File: src/design/assert_macros.svh
// Assertion macros for use in the design files.
// Each macro expects signals named clk and rst_n in the module that uses it.
`ifndef ASSERT_MACROS_SVH
`define ASSERT_MACROS_SVH
`ifndef SYNTH
`define AST_SAME(lbl, ante, cons, msg) \
  lbl: assert property (@(posedge clk) disable iff (!rst_n) (ante) |-> (cons)) \
    else $error(msg);
`define AST_NEXT(lbl, ante, cons, msg) \
  lbl: assert property (@(posedge clk) disable iff (!rst_n) (ante) |=> (cons)) \
    else $error(msg);
`else
`define AST_SAME(lbl, ante, cons, msg)
`define AST_NEXT(lbl, ante, cons, msg)
`endif
`endif

File: src/design/gmcd_pkg.sv
package gmcd_pkg;

  localparam int SAMPLES   = 16;
  localparam int CNT_W     = $clog2(SAMPLES);
  localparam int RAW_W     = 16;
  localparam int DEPTH_W   = 15;
  localparam int TDATA_W   = 16;
  localparam int CFG_IDX_W = 1;

  localparam logic [CFG_IDX_W-1:0] CFG_LOW_BOUND  = 1'd0;
  localparam logic [CFG_IDX_W-1:0] CFG_HIGH_BOUND = 1'd1;

  localparam logic [DEPTH_W-1:0] LOW_BOUND_RST  = 15'd499;
  localparam logic [DEPTH_W-1:0] HIGH_BOUND_RST = 15'd4501;

  localparam logic [CNT_W-1:0] CNT_LAST = CNT_W'(SAMPLES - 1);
  localparam int MEDIAN_POS = SAMPLES / 2;

  typedef struct packed {
    logic             insert;
    logic [CNT_W-1:0] fill;
    logic             load_out;
  } gmcd_cmd_t;

endpackage

File: src/design/gmcd_datapath.sv
module gmcd_datapath
  import gmcd_pkg::*;
(
  input  logic                 clk,
  input  logic                 rst_n,
  input  gmcd_cmd_t            cmd,
  input  logic [RAW_W-1:0]     raw_depth,
  input  logic                 cfg_we,
  input  logic [CFG_IDX_W-1:0] cfg_index,
  input  logic [DEPTH_W-1:0]   cfg_wdata,
  output logic [DEPTH_W-1:0]   cell_depth,
  output logic                 has_depth
);

  logic [DEPTH_W-1:0] low_bound_r, low_bound_nxt;
  logic [DEPTH_W-1:0] high_bound_r, high_bound_nxt;
  logic [DEPTH_W-1:0] sorted_r [SAMPLES];
  logic [DEPTH_W-1:0] sorted_nxt [SAMPLES];
  logic [DEPTH_W-1:0] depth_r, depth_nxt;
  logic [DEPTH_W-1:0] gated;
  logic [DEPTH_W-1:0] raw_low;
  logic [SAMPLES-1:0] keep;

  assign raw_low = raw_depth[DEPTH_W-1:0];

  always_comb begin
    if (!raw_depth[RAW_W-1] && raw_low > low_bound_r && raw_low < high_bound_r) begin
      gated = raw_low;
    end else begin
      gated = '0;
    end
  end

  // An entry stays where it is if it is filled and not above the new sample.
  always_comb begin
    for (int p = 0; p < SAMPLES; p++) begin
      keep[p] = (CNT_W'(p) < cmd.fill) && (sorted_r[p] <= gated);
    end
  end

  for (genvar p = 0; p < SAMPLES; p++) begin : g_cell
    if (p == 0) begin : g_head
      assign sorted_nxt[p] = keep[p] ? sorted_r[p] : gated;
    end else begin : g_body
      assign sorted_nxt[p] = keep[p]   ? sorted_r[p] :
                             keep[p-1] ? gated       : sorted_r[p-1];
    end
  end

  always_comb begin
    low_bound_nxt  = low_bound_r;
    high_bound_nxt = high_bound_r;
    if (cfg_we) begin
      unique case (cfg_index)
        CFG_LOW_BOUND:  low_bound_nxt  = cfg_wdata;
        CFG_HIGH_BOUND: high_bound_nxt = cfg_wdata;
        default: ;
      endcase
    end
    depth_nxt = cmd.load_out ? sorted_nxt[MEDIAN_POS] : depth_r;
  end

  always_ff @(posedge clk) begin
    if (!rst_n) begin
      low_bound_r  <= LOW_BOUND_RST;
      high_bound_r <= HIGH_BOUND_RST;
    end else begin
      low_bound_r  <= low_bound_nxt;
      high_bound_r <= high_bound_nxt;
    end
  end

  always_ff @(posedge clk) begin
    if (cmd.insert) begin
      sorted_r <= sorted_nxt;
    end
    depth_r <= depth_nxt;
  end

  assign cell_depth = depth_r;
  assign has_depth  = (depth_r != '0);

endmodule

File: src/design/gmcd_ctrl.sv
module gmcd_ctrl
  import gmcd_pkg::*;
(
  input  logic      clk,
  input  logic      rst_n,
  input  logic      in_tvalid,
  output logic      in_tready,
  output logic      out_tvalid,
  input  logic      out_tready,
  output gmcd_cmd_t cmd
);
`include "assert_macros.svh"

  localparam logic ST_EMPTY = 1'b0;
  localparam logic ST_FULL  = 1'b1;

  logic             state_r, state_nxt;
  logic [CNT_W-1:0] count_r, count_nxt;
  logic             last;
  logic             in_fire;
  logic             out_fire;

  assign last      = (count_r == CNT_LAST);
  assign out_fire  = (state_r == ST_FULL) && out_tready;
  assign in_tready = !(last && (state_r == ST_FULL) && !out_tready);
  assign in_fire   = in_tvalid && in_tready;

  always_comb begin
    count_nxt = count_r;
    if (in_fire) begin
      count_nxt = last ? '0 : count_r + 1'b1;
    end
    state_nxt = state_r;
    priority if (in_fire && last) begin
      state_nxt = ST_FULL;
    end else if (out_fire) begin
      state_nxt = ST_EMPTY;
    end else begin
      state_nxt = state_r;
    end
  end

  always_ff @(posedge clk) begin
    if (!rst_n) begin
      state_r <= ST_EMPTY;
      count_r <= '0;
    end else begin
      state_r <= state_nxt;
      count_r <= count_nxt;
    end
  end

  assign out_tvalid   = (state_r == ST_FULL);
  assign cmd.insert   = in_fire;
  assign cmd.fill     = count_r;
  assign cmd.load_out = in_fire && last;

  `AST_NEXT(a_last_gives_result, in_fire && last, out_tvalid && count_r == '0,
            "closing word of a cell did not produce a result")
  `AST_NEXT(a_count_steps, in_fire && !last, count_r == $past(count_r) + 1'b1,
            "sample count did not advance")
  `AST_SAME(a_stall_only_on_last, !in_tready, last && out_tvalid && !out_tready,
            "input stalled without a pending result")

endmodule

File: src/design/gated_median_cell_downscale.sv
// Gated median cell downscaler.
// The in_ channel carries one raw 16-bit depth word per handshake. Each word
// is gated against the low and high bounds (exclusive); words outside them,
// and words with the top bit set, count as zero. Every group of SAMPLES words
// forms one cell, and the out_ channel then carries one word with the upper
// median of that cell in out_tdata and the nonzero flag in out_tuser.
// Words are sorted into a row of compare-and-shift cells as they arrive, so
// the input side runs at one word per cycle while no result is held up.
// The result is valid in the cycle after the last word of a cell is
// accepted and is held in an output register until taken.
// If the receiver stalls, input keeps flowing until the last word of the
// next cell, which waits until the pending result is taken.
// Bounds are written on the cfg_ port: index 0 is the low bound, index 1 the
// high bound; new bounds apply from the next word on.
// A synchronous reset restores the default bounds, discards a partial cell
// and drops any pending result; no clearing pass is needed.
module gated_median_cell_downscale
  import gmcd_pkg::*;
(
  input  logic                 clk,
  input  logic                 rst_n,
  input  logic                 in_tvalid,
  output logic                 in_tready,
  input  logic [TDATA_W-1:0]   in_tdata,   // [15:0] raw_depth
  output logic                 out_tvalid,
  input  logic                 out_tready,
  output logic [TDATA_W-1:0]   out_tdata,  // [14:0] cell_depth, [15] zero
  output logic                 out_tuser,  // [0] has_depth
  input  logic                 cfg_we,
  input  logic [CFG_IDX_W-1:0] cfg_index,
  input  logic [DEPTH_W-1:0]   cfg_wdata
);

  gmcd_cmd_t          cmd;
  logic [DEPTH_W-1:0] cell_depth;

  gmcd_ctrl u_ctrl (
    .clk        (clk),
    .rst_n      (rst_n),
    .in_tvalid  (in_tvalid),
    .in_tready  (in_tready),
    .out_tvalid (out_tvalid),
    .out_tready (out_tready),
    .cmd        (cmd)
  );

  gmcd_datapath u_dp (
    .clk        (clk),
    .rst_n      (rst_n),
    .cmd        (cmd),
    .raw_depth  (in_tdata[RAW_W-1:0]),
    .cfg_we     (cfg_we),
    .cfg_index  (cfg_index),
    .cfg_wdata  (cfg_wdata),
    .cell_depth (cell_depth),
    .has_depth  (out_tuser)
  );

  assign out_tdata = {{(TDATA_W-DEPTH_W){1'b0}}, cell_depth};

endmodule

File: config.mk
export PLATFORM = sky130hd
export DESIGN_NAME = gated_median_cell_downscale
export DESIGN_NICKNAME = d
export VERILOG_FILES = /design/src/design/gmcd_pkg.sv /design/src/design/gmcd_datapath.sv /design/src/design/gmcd_ctrl.sv /design/src/design/gated_median_cell_downscale.sv
export VERILOG_INCLUDE_DIRS = /design/src /design/src/design
export SDC_FILE = /design/constraint.sdc
export NUM_CORES = 1
export LEC_CHECK = 0
export BUFFER_PORTS_ARGS = -buffer_cell sky130_fd_sc_hd__buf_2
export CORE_MARGIN = 5
export CORE_UTILIZATION = 55
export CTS_CLUSTER_DIAMETER = 30
export CTS_CLUSTER_SIZE = 30
export DETAILED_ROUTE_END_ITERATION = 10
export PLACE_DENSITY = 0.73
export REMOVE_ABC_BUFFERS = 1
export SLEW_MARGIN = 15
export SYNTH_ARGS = -nofsm -noshare
export SYNTH_HDL_FRONTEND = slang
export SYNTH_SLANG_ARGS = --single-unit
File: constraint.sdc
create_clock -name clk -period 9.1 [get_ports clk]
set_input_delay 1.82 -clock clk [delete_from_list [all_inputs] [get_ports clk]]
set_output_delay 1.82 -clock clk [all_outputs]
set_load 0.1 [all_outputs]
Word-level counts from Yosys, hierarchy flattened

Index checks and enable logic that the tools add are counted.

Logic and storage cells: 89
Output and inout bits: 19
Bits in registers: 185

Reduce and logical (&&, ||, !) cells: 31
Order comparisons: 20
Muxes and demuxes: 13
Bitwise logic cells: 9
$add $sub $neg: 1
Equal/unequal tests: 1

Operators by type and width:

| operator                                                            | count |
|---|---|
| 15-bit 2-to-1 mux                                                   | 10 |
| 15-bit less-or-equal comparator                                     | 9 |
| 2-bit AND reduction                                                 | 10 |
| 1-bit logical AND                                                   | 16 |
| 3-bit by 4-bit < comparator with 1-bit output, first input constant | 4 |
| 15-bit > comparator                                                 | 1 |
| 15-bit < comparator                                                 | 1 |
| 15-bit nonzero test                                                 | 1 |
| 1-bit NOT                                                           | 9 |
| 1-bit by 4-bit < comparator with 1-bit output, first input constant | 2 |
| 2-bit by 4-bit < comparator with 1-bit output, first input constant | 2 |
| 4-bit by 1-bit adder with 4-bit output, second input constant       | 1 |
| 4-bit == test, second input constant                                | 1 |
| 4-bit < comparator, first input constant                            | 1 |
| 4-bit 2-to-1 mux                                                    | 1 |
| 1-bit logical NOT                                                   | 3 |
| 1-bit 2-to-1 mux                                                    | 2 |
| 2-bit nonzero test                                                  | 1 |

Logic depth before layout (Yosys ltp)

Depth after elaboration: 8
Mapped depth: 19
Depth with buffers taken out: 15

Modules after synthesis

From an unflattened synthesis, not the netlist that was laid out.

Cells, all modules: 1038
Area total of the unflattened synthesis: 11951.5 µm²

By module, submodules not included:

| module                      | area each (µm²) | seq. area each (µm²) | times used | cells an instance |
|---|---|---|---|---|
| gmcd_datapath               | 11659.9         | 5104.9               | 1          | 1006 |
| gmcd_ctrl                   | 280.3           | 100.1                | 1          | 30 |
| gated_median_cell_downscale | 11.3            | 0.0                  | 1          | 2 |

Least setup slack after synthesis

OpenSTA, ideal clock, no wires.

Path type: input -> register
Start point: in in_tdata[12]
End point: reg u_dp.sorted_r[120] (netlist bit) (enable)
Data arrival time: 5.359 ns
Cell stages on the path: 16
Slack: 3.355 ns
Path buffers: 3
Cell sequence: ha_1 -> a211oi_1 -> o21ai_0 -> a211oi_1 -> o31a_1 -> clkbuf_1 -> and3_1 -> buf_2 -> inv_1 -> ha_1 -> nand4_1 -> a211oi_1 -> a2111oi_4 -> o21a_4 -> buf_6 -> nor2_1

Cells in the longest elaborated chain, start to end: 8
Elaborated cells on any way between the ends: 9

Ends and longest elaborated chain:

| item                                | line                              | text |
|---|---|---|
| start, declared                     | gated_median_cell_downscale.sv:24 | `input logic [TDATA_W-1:0] in_tdata,` |
| 15-bit > comparator                 | gmcd_datapath.sv:27               | `if (!raw_depth[RAW_W-1] && raw_low > low_bound_r && raw_low < high_bound_r) begin` |
| 1-bit logical AND                   | gmcd_datapath.sv:27               |  |
| 1-bit logical AND (*)               | gmcd_datapath.sv:27               |  |
| 15-bit 2-to-1 mux (*)               | gmcd_datapath.sv:27               |  |
| net u_dp.gated[10]                  | gmcd_datapath.sv:20               | `logic [DEPTH_W-1:0] gated;` |
| 15-bit less-or-equal comparator (*) | gmcd_datapath.sv:37               | `keep[p] = (CNT_W'(p) < cmd.fill) && (sorted_r[p] <= gated);` |
| 1-bit logical AND (*)               | gmcd_datapath.sv:37               |  |
| 1-bit NOT (no line) (*)             | n/a                               |  |
| 2-bit AND reduction (no line) (*)   | n/a                               |  |
| end signal, assigned                | gmcd_datapath.sv:75               | `sorted_r <= sorted_nxt;` |
| end, declared                       | gmcd_datapath.sv:17               | `logic [DEPTH_W-1:0] sorted_r [SAMPLES];` |

The timed path passes the listed nets; every way through them passes the cells marked *.
A chain may end at the register's enable or synchronous reset.

==> flow_summary.toml <==
[critical_path]
worst_path_max_delay_cell = "a2111oi_4"
critical_path_class = "input pin to register"
ff2ff_setup_slack_ps = 3750
crit_start = "in_tdata[12]"
worstPathRequired_ps = 9330
endpoint_kind = "register"
path_common_cell = "a211oi_1"
arrival_ps = 6750
path_cells = "buf_2, ha_1, a211oi_1, o21ai_0, a211oi_1, o31a_2, and3_1, inv_1, ha_1, a21oi_1, a211oi_1, a2111oi_4, o21a_4, a41oi_1, mux2i_1"
critPathMaxFanout = 30
cp_slowest_stage_delay_ps = 870
worstReg2RegStart = "u_dp.high_bound_r[12]"
start_kind = "input pin"

[die]
rows = 53
die_area_mm2 = 0.0244
die_h_um = 156
ioPinCount = 56
start_util = 0.560
core-area_mm2 = 0.0210
die_w_um = 156

[drt]
drtIter0Drc = 896
vias = 8458
routed_wl_mm = 30.9
wl_per_cell_um = 22.5
drc = 0
ant_nets = 0
wl_met1_mm = 13.9
via_per_inst = 6.16
topRoutingLayerUsed = "met4"
met3_length_mm = 2.02
wl_met2_mm = 14.4
drt_pre_antenna_iters = 5

[logic_synthesis]
synth-seq-cells = 185
synth_cells = 1051
synth-async-reset-ratio = 0
syn_area_per_cell_um2 = 11.2
yosys.area_share.simple = 0.102
synthAdderAreaFrac = 0.176
synth_ff_type = "edfxtp_1"
netlist_area_mm2 = 0.0118
synth_cell_type_count = 50
synth_compound_area_frac = 0.111
synth_edf_count = 150
ys_warn_count = 0
synth_top_family_by_area = "adder cells"
synthMuxAreaShare = 0.118
ys_seq_area_frac = 0.442
synthXorXnorAreaFrac = 0.000744

[pwr]
swShare = 0.288
peakVddDrop_mv = 0.117
switchingPower_uw = 620
p_int_uw = 1530
p_clk_frac = 0.350
p_leak_uw = 0.00519
power.share.sequential = 0.476
pwr-share-comb = 0.173
power.density_mw_per_mm2 = 168

[clocking]
cts.path.max_buffers = 2
cts_resized = 0
path_clk_slew_ps = 70
cts_setup_buffers = 0
cts_tree = "done"
root_buffer = "clkbuf_16"
cts_num_sinks = 185
clkLatencyLatePin_ps = 440
numCtsBuffers = 17
holdBufCountCts = 0
h-tree-depth = 4

[hold_path]
holdCritStartpoint = "u_dp.high_bound_r[3]"
hold_class = "register to register"

[sta]
timing.setup.tns_ps = 0
finalCriticalPeriod_ps = 6520
worst_pin_slew_ps = 1200
setup_violations = 0
finClkSkew_ps = 12.6
period_share = 0.716
finalHoldViolations = 0
drv_slew = 0
hold_ws_ps = 467
fmax_mhz = 153
relSlewSlack = 0.199
rsz0062_at_grt = "no"

[place]
place_congestion = 0.952
io_buffers = 54
dp_hpwl_mm = 23.3

[cells_and_area]
layout_commonest_cell = "ha_1"
seq_area_mm2 = 0.00520
syn_to_final_growth_pct = 8.90
layout-drive-gt1-share = 0.200
fin_nets = 1288
n_fill_cell = 1667
multi_input_area_mm2 = 0.00600
final_cell_mix = "ha_1 (166), edfxtp_1 (150), mux2_2 (109), inv_1 (88), nand2_1 (80)"
diodes = 0

[grt]
overflow = 0
grt_pass1_wl_mm = 48.4
grt_pass1_vias = 8359
grt_max_degree = 36
antenna_found_initial = 0
grt_usage = 0.257

[flow_run]
maxCapViolCount = 0

[status]
status = "complete, no violations"
==> registers in the layout, summed over array words and instances, names as in the netlist <==
signal / count
u_ctrl.out_tvalid: 1
u_dp.low_bound_r: 15
u_ctrl.count_r: 4
u_dp.cell_depth: 15
u_dp.high_bound_r: 15
u_dp.sorted_r: 135
==> metal layers <==
layer,GRT usage,vias to the layer above
met3,0.0467,46
met1,0.368,4096
met5,0,-
met4,0.0628,0
li1,-,4009
met2,0.409,307
==> synthesized netlist by cell type, drive strengths merged (2+ instances only) <==
cell type,n,area [um2]
a22o,2,17.5
ha,166,2080
a41oi,16,140
o21ai,37,185
o211ai,12,90.1
nand3b,3,22.5
a21o,10,75.1
nor4,6,37.5
a2111oi,3,57.6
a211oi,6,45.0
nand2b,7,43.8
nor2,22,82.6
nor3,3,20.0
nand4,44,275
nand2,80,300
nor2b,16,100
clkbuf,17,63.8
edfxtp,150,4500
o21a,6,52.6
and4,2,17.5
and3,16,100
a21boi,19,143
mux2i,16,160
nand3,28,140
and2,8,50.1
mux2,109,1230
buf,34,190
inv,89,334
dfxtp,35,701
a21oi,63,327
o22ai,16,114
==> through the flow <==
stage	instance area [um2]	setup WS (ps)	util	std cells	power (uW)
global placement	12200	1730	0.582	1341	1390
finish	12800	2580	0.610	1373	2150
floorplan	11500	2980	-	1000	1280
CTS	12800	1990	0.609	1373	2160
global route	12800	2230	0.610	1373	2250
detailed placement	12200	1550	0.582	1341	1410
==> kinds of logic (layout without fill, tap and decap cells) <==
logic type,count (synthesis),count (layout)
muxes,125,125
xor gates and xnor gates,1,1
buffers and inverters,140,187
and+or+nand+nor,237,237
adders and majority gates,166,166
other,1,1
DFF,185,185
AOI/OAI and AO/OA,196,196
==> path summary, 6_finish.rpt <==
check                          to  cells past startpoint
max            u_dp.sorted_r[113]                     15
min          u_dp.high_bound_r[3]                      2
max reg2reg    u_dp.sorted_r[113]                     15
min reg2reg  u_dp.high_bound_r[3]                      2
==> power by group through the flow <==
stage / sequential (uW) / clock [uW] / combinational [uW]
floorplan: 1020 / 0 / 252
global placement: 1040 / 0 / 352
detailed placement: 1040 / 0 / 364
CTS: 1020 / 764 / 367
global route: 1030 / 802 / 417
finish: 1030 / 754 / 373
==> critical path, delay by kind of cell <==
family          cells  cell delay (ps)
compound gates      9             2930
fa+ha+maj           2              710
simple gates        1              510
mux                 1              310
buf+inv             2              440
==> area by class of cell <==
cell class / count / area share
sequential: 185 / 0.406
multi-input combinational: 726 / 0.468
clock buffer: 18 / 0.0335
timing repair buffer: 66 / 0.0281
tap: 275 / 0.0268
inverter: 89 / 0.0260
clock inverter: 14 / 0.0118
Power figures use the tool's default switching activity.
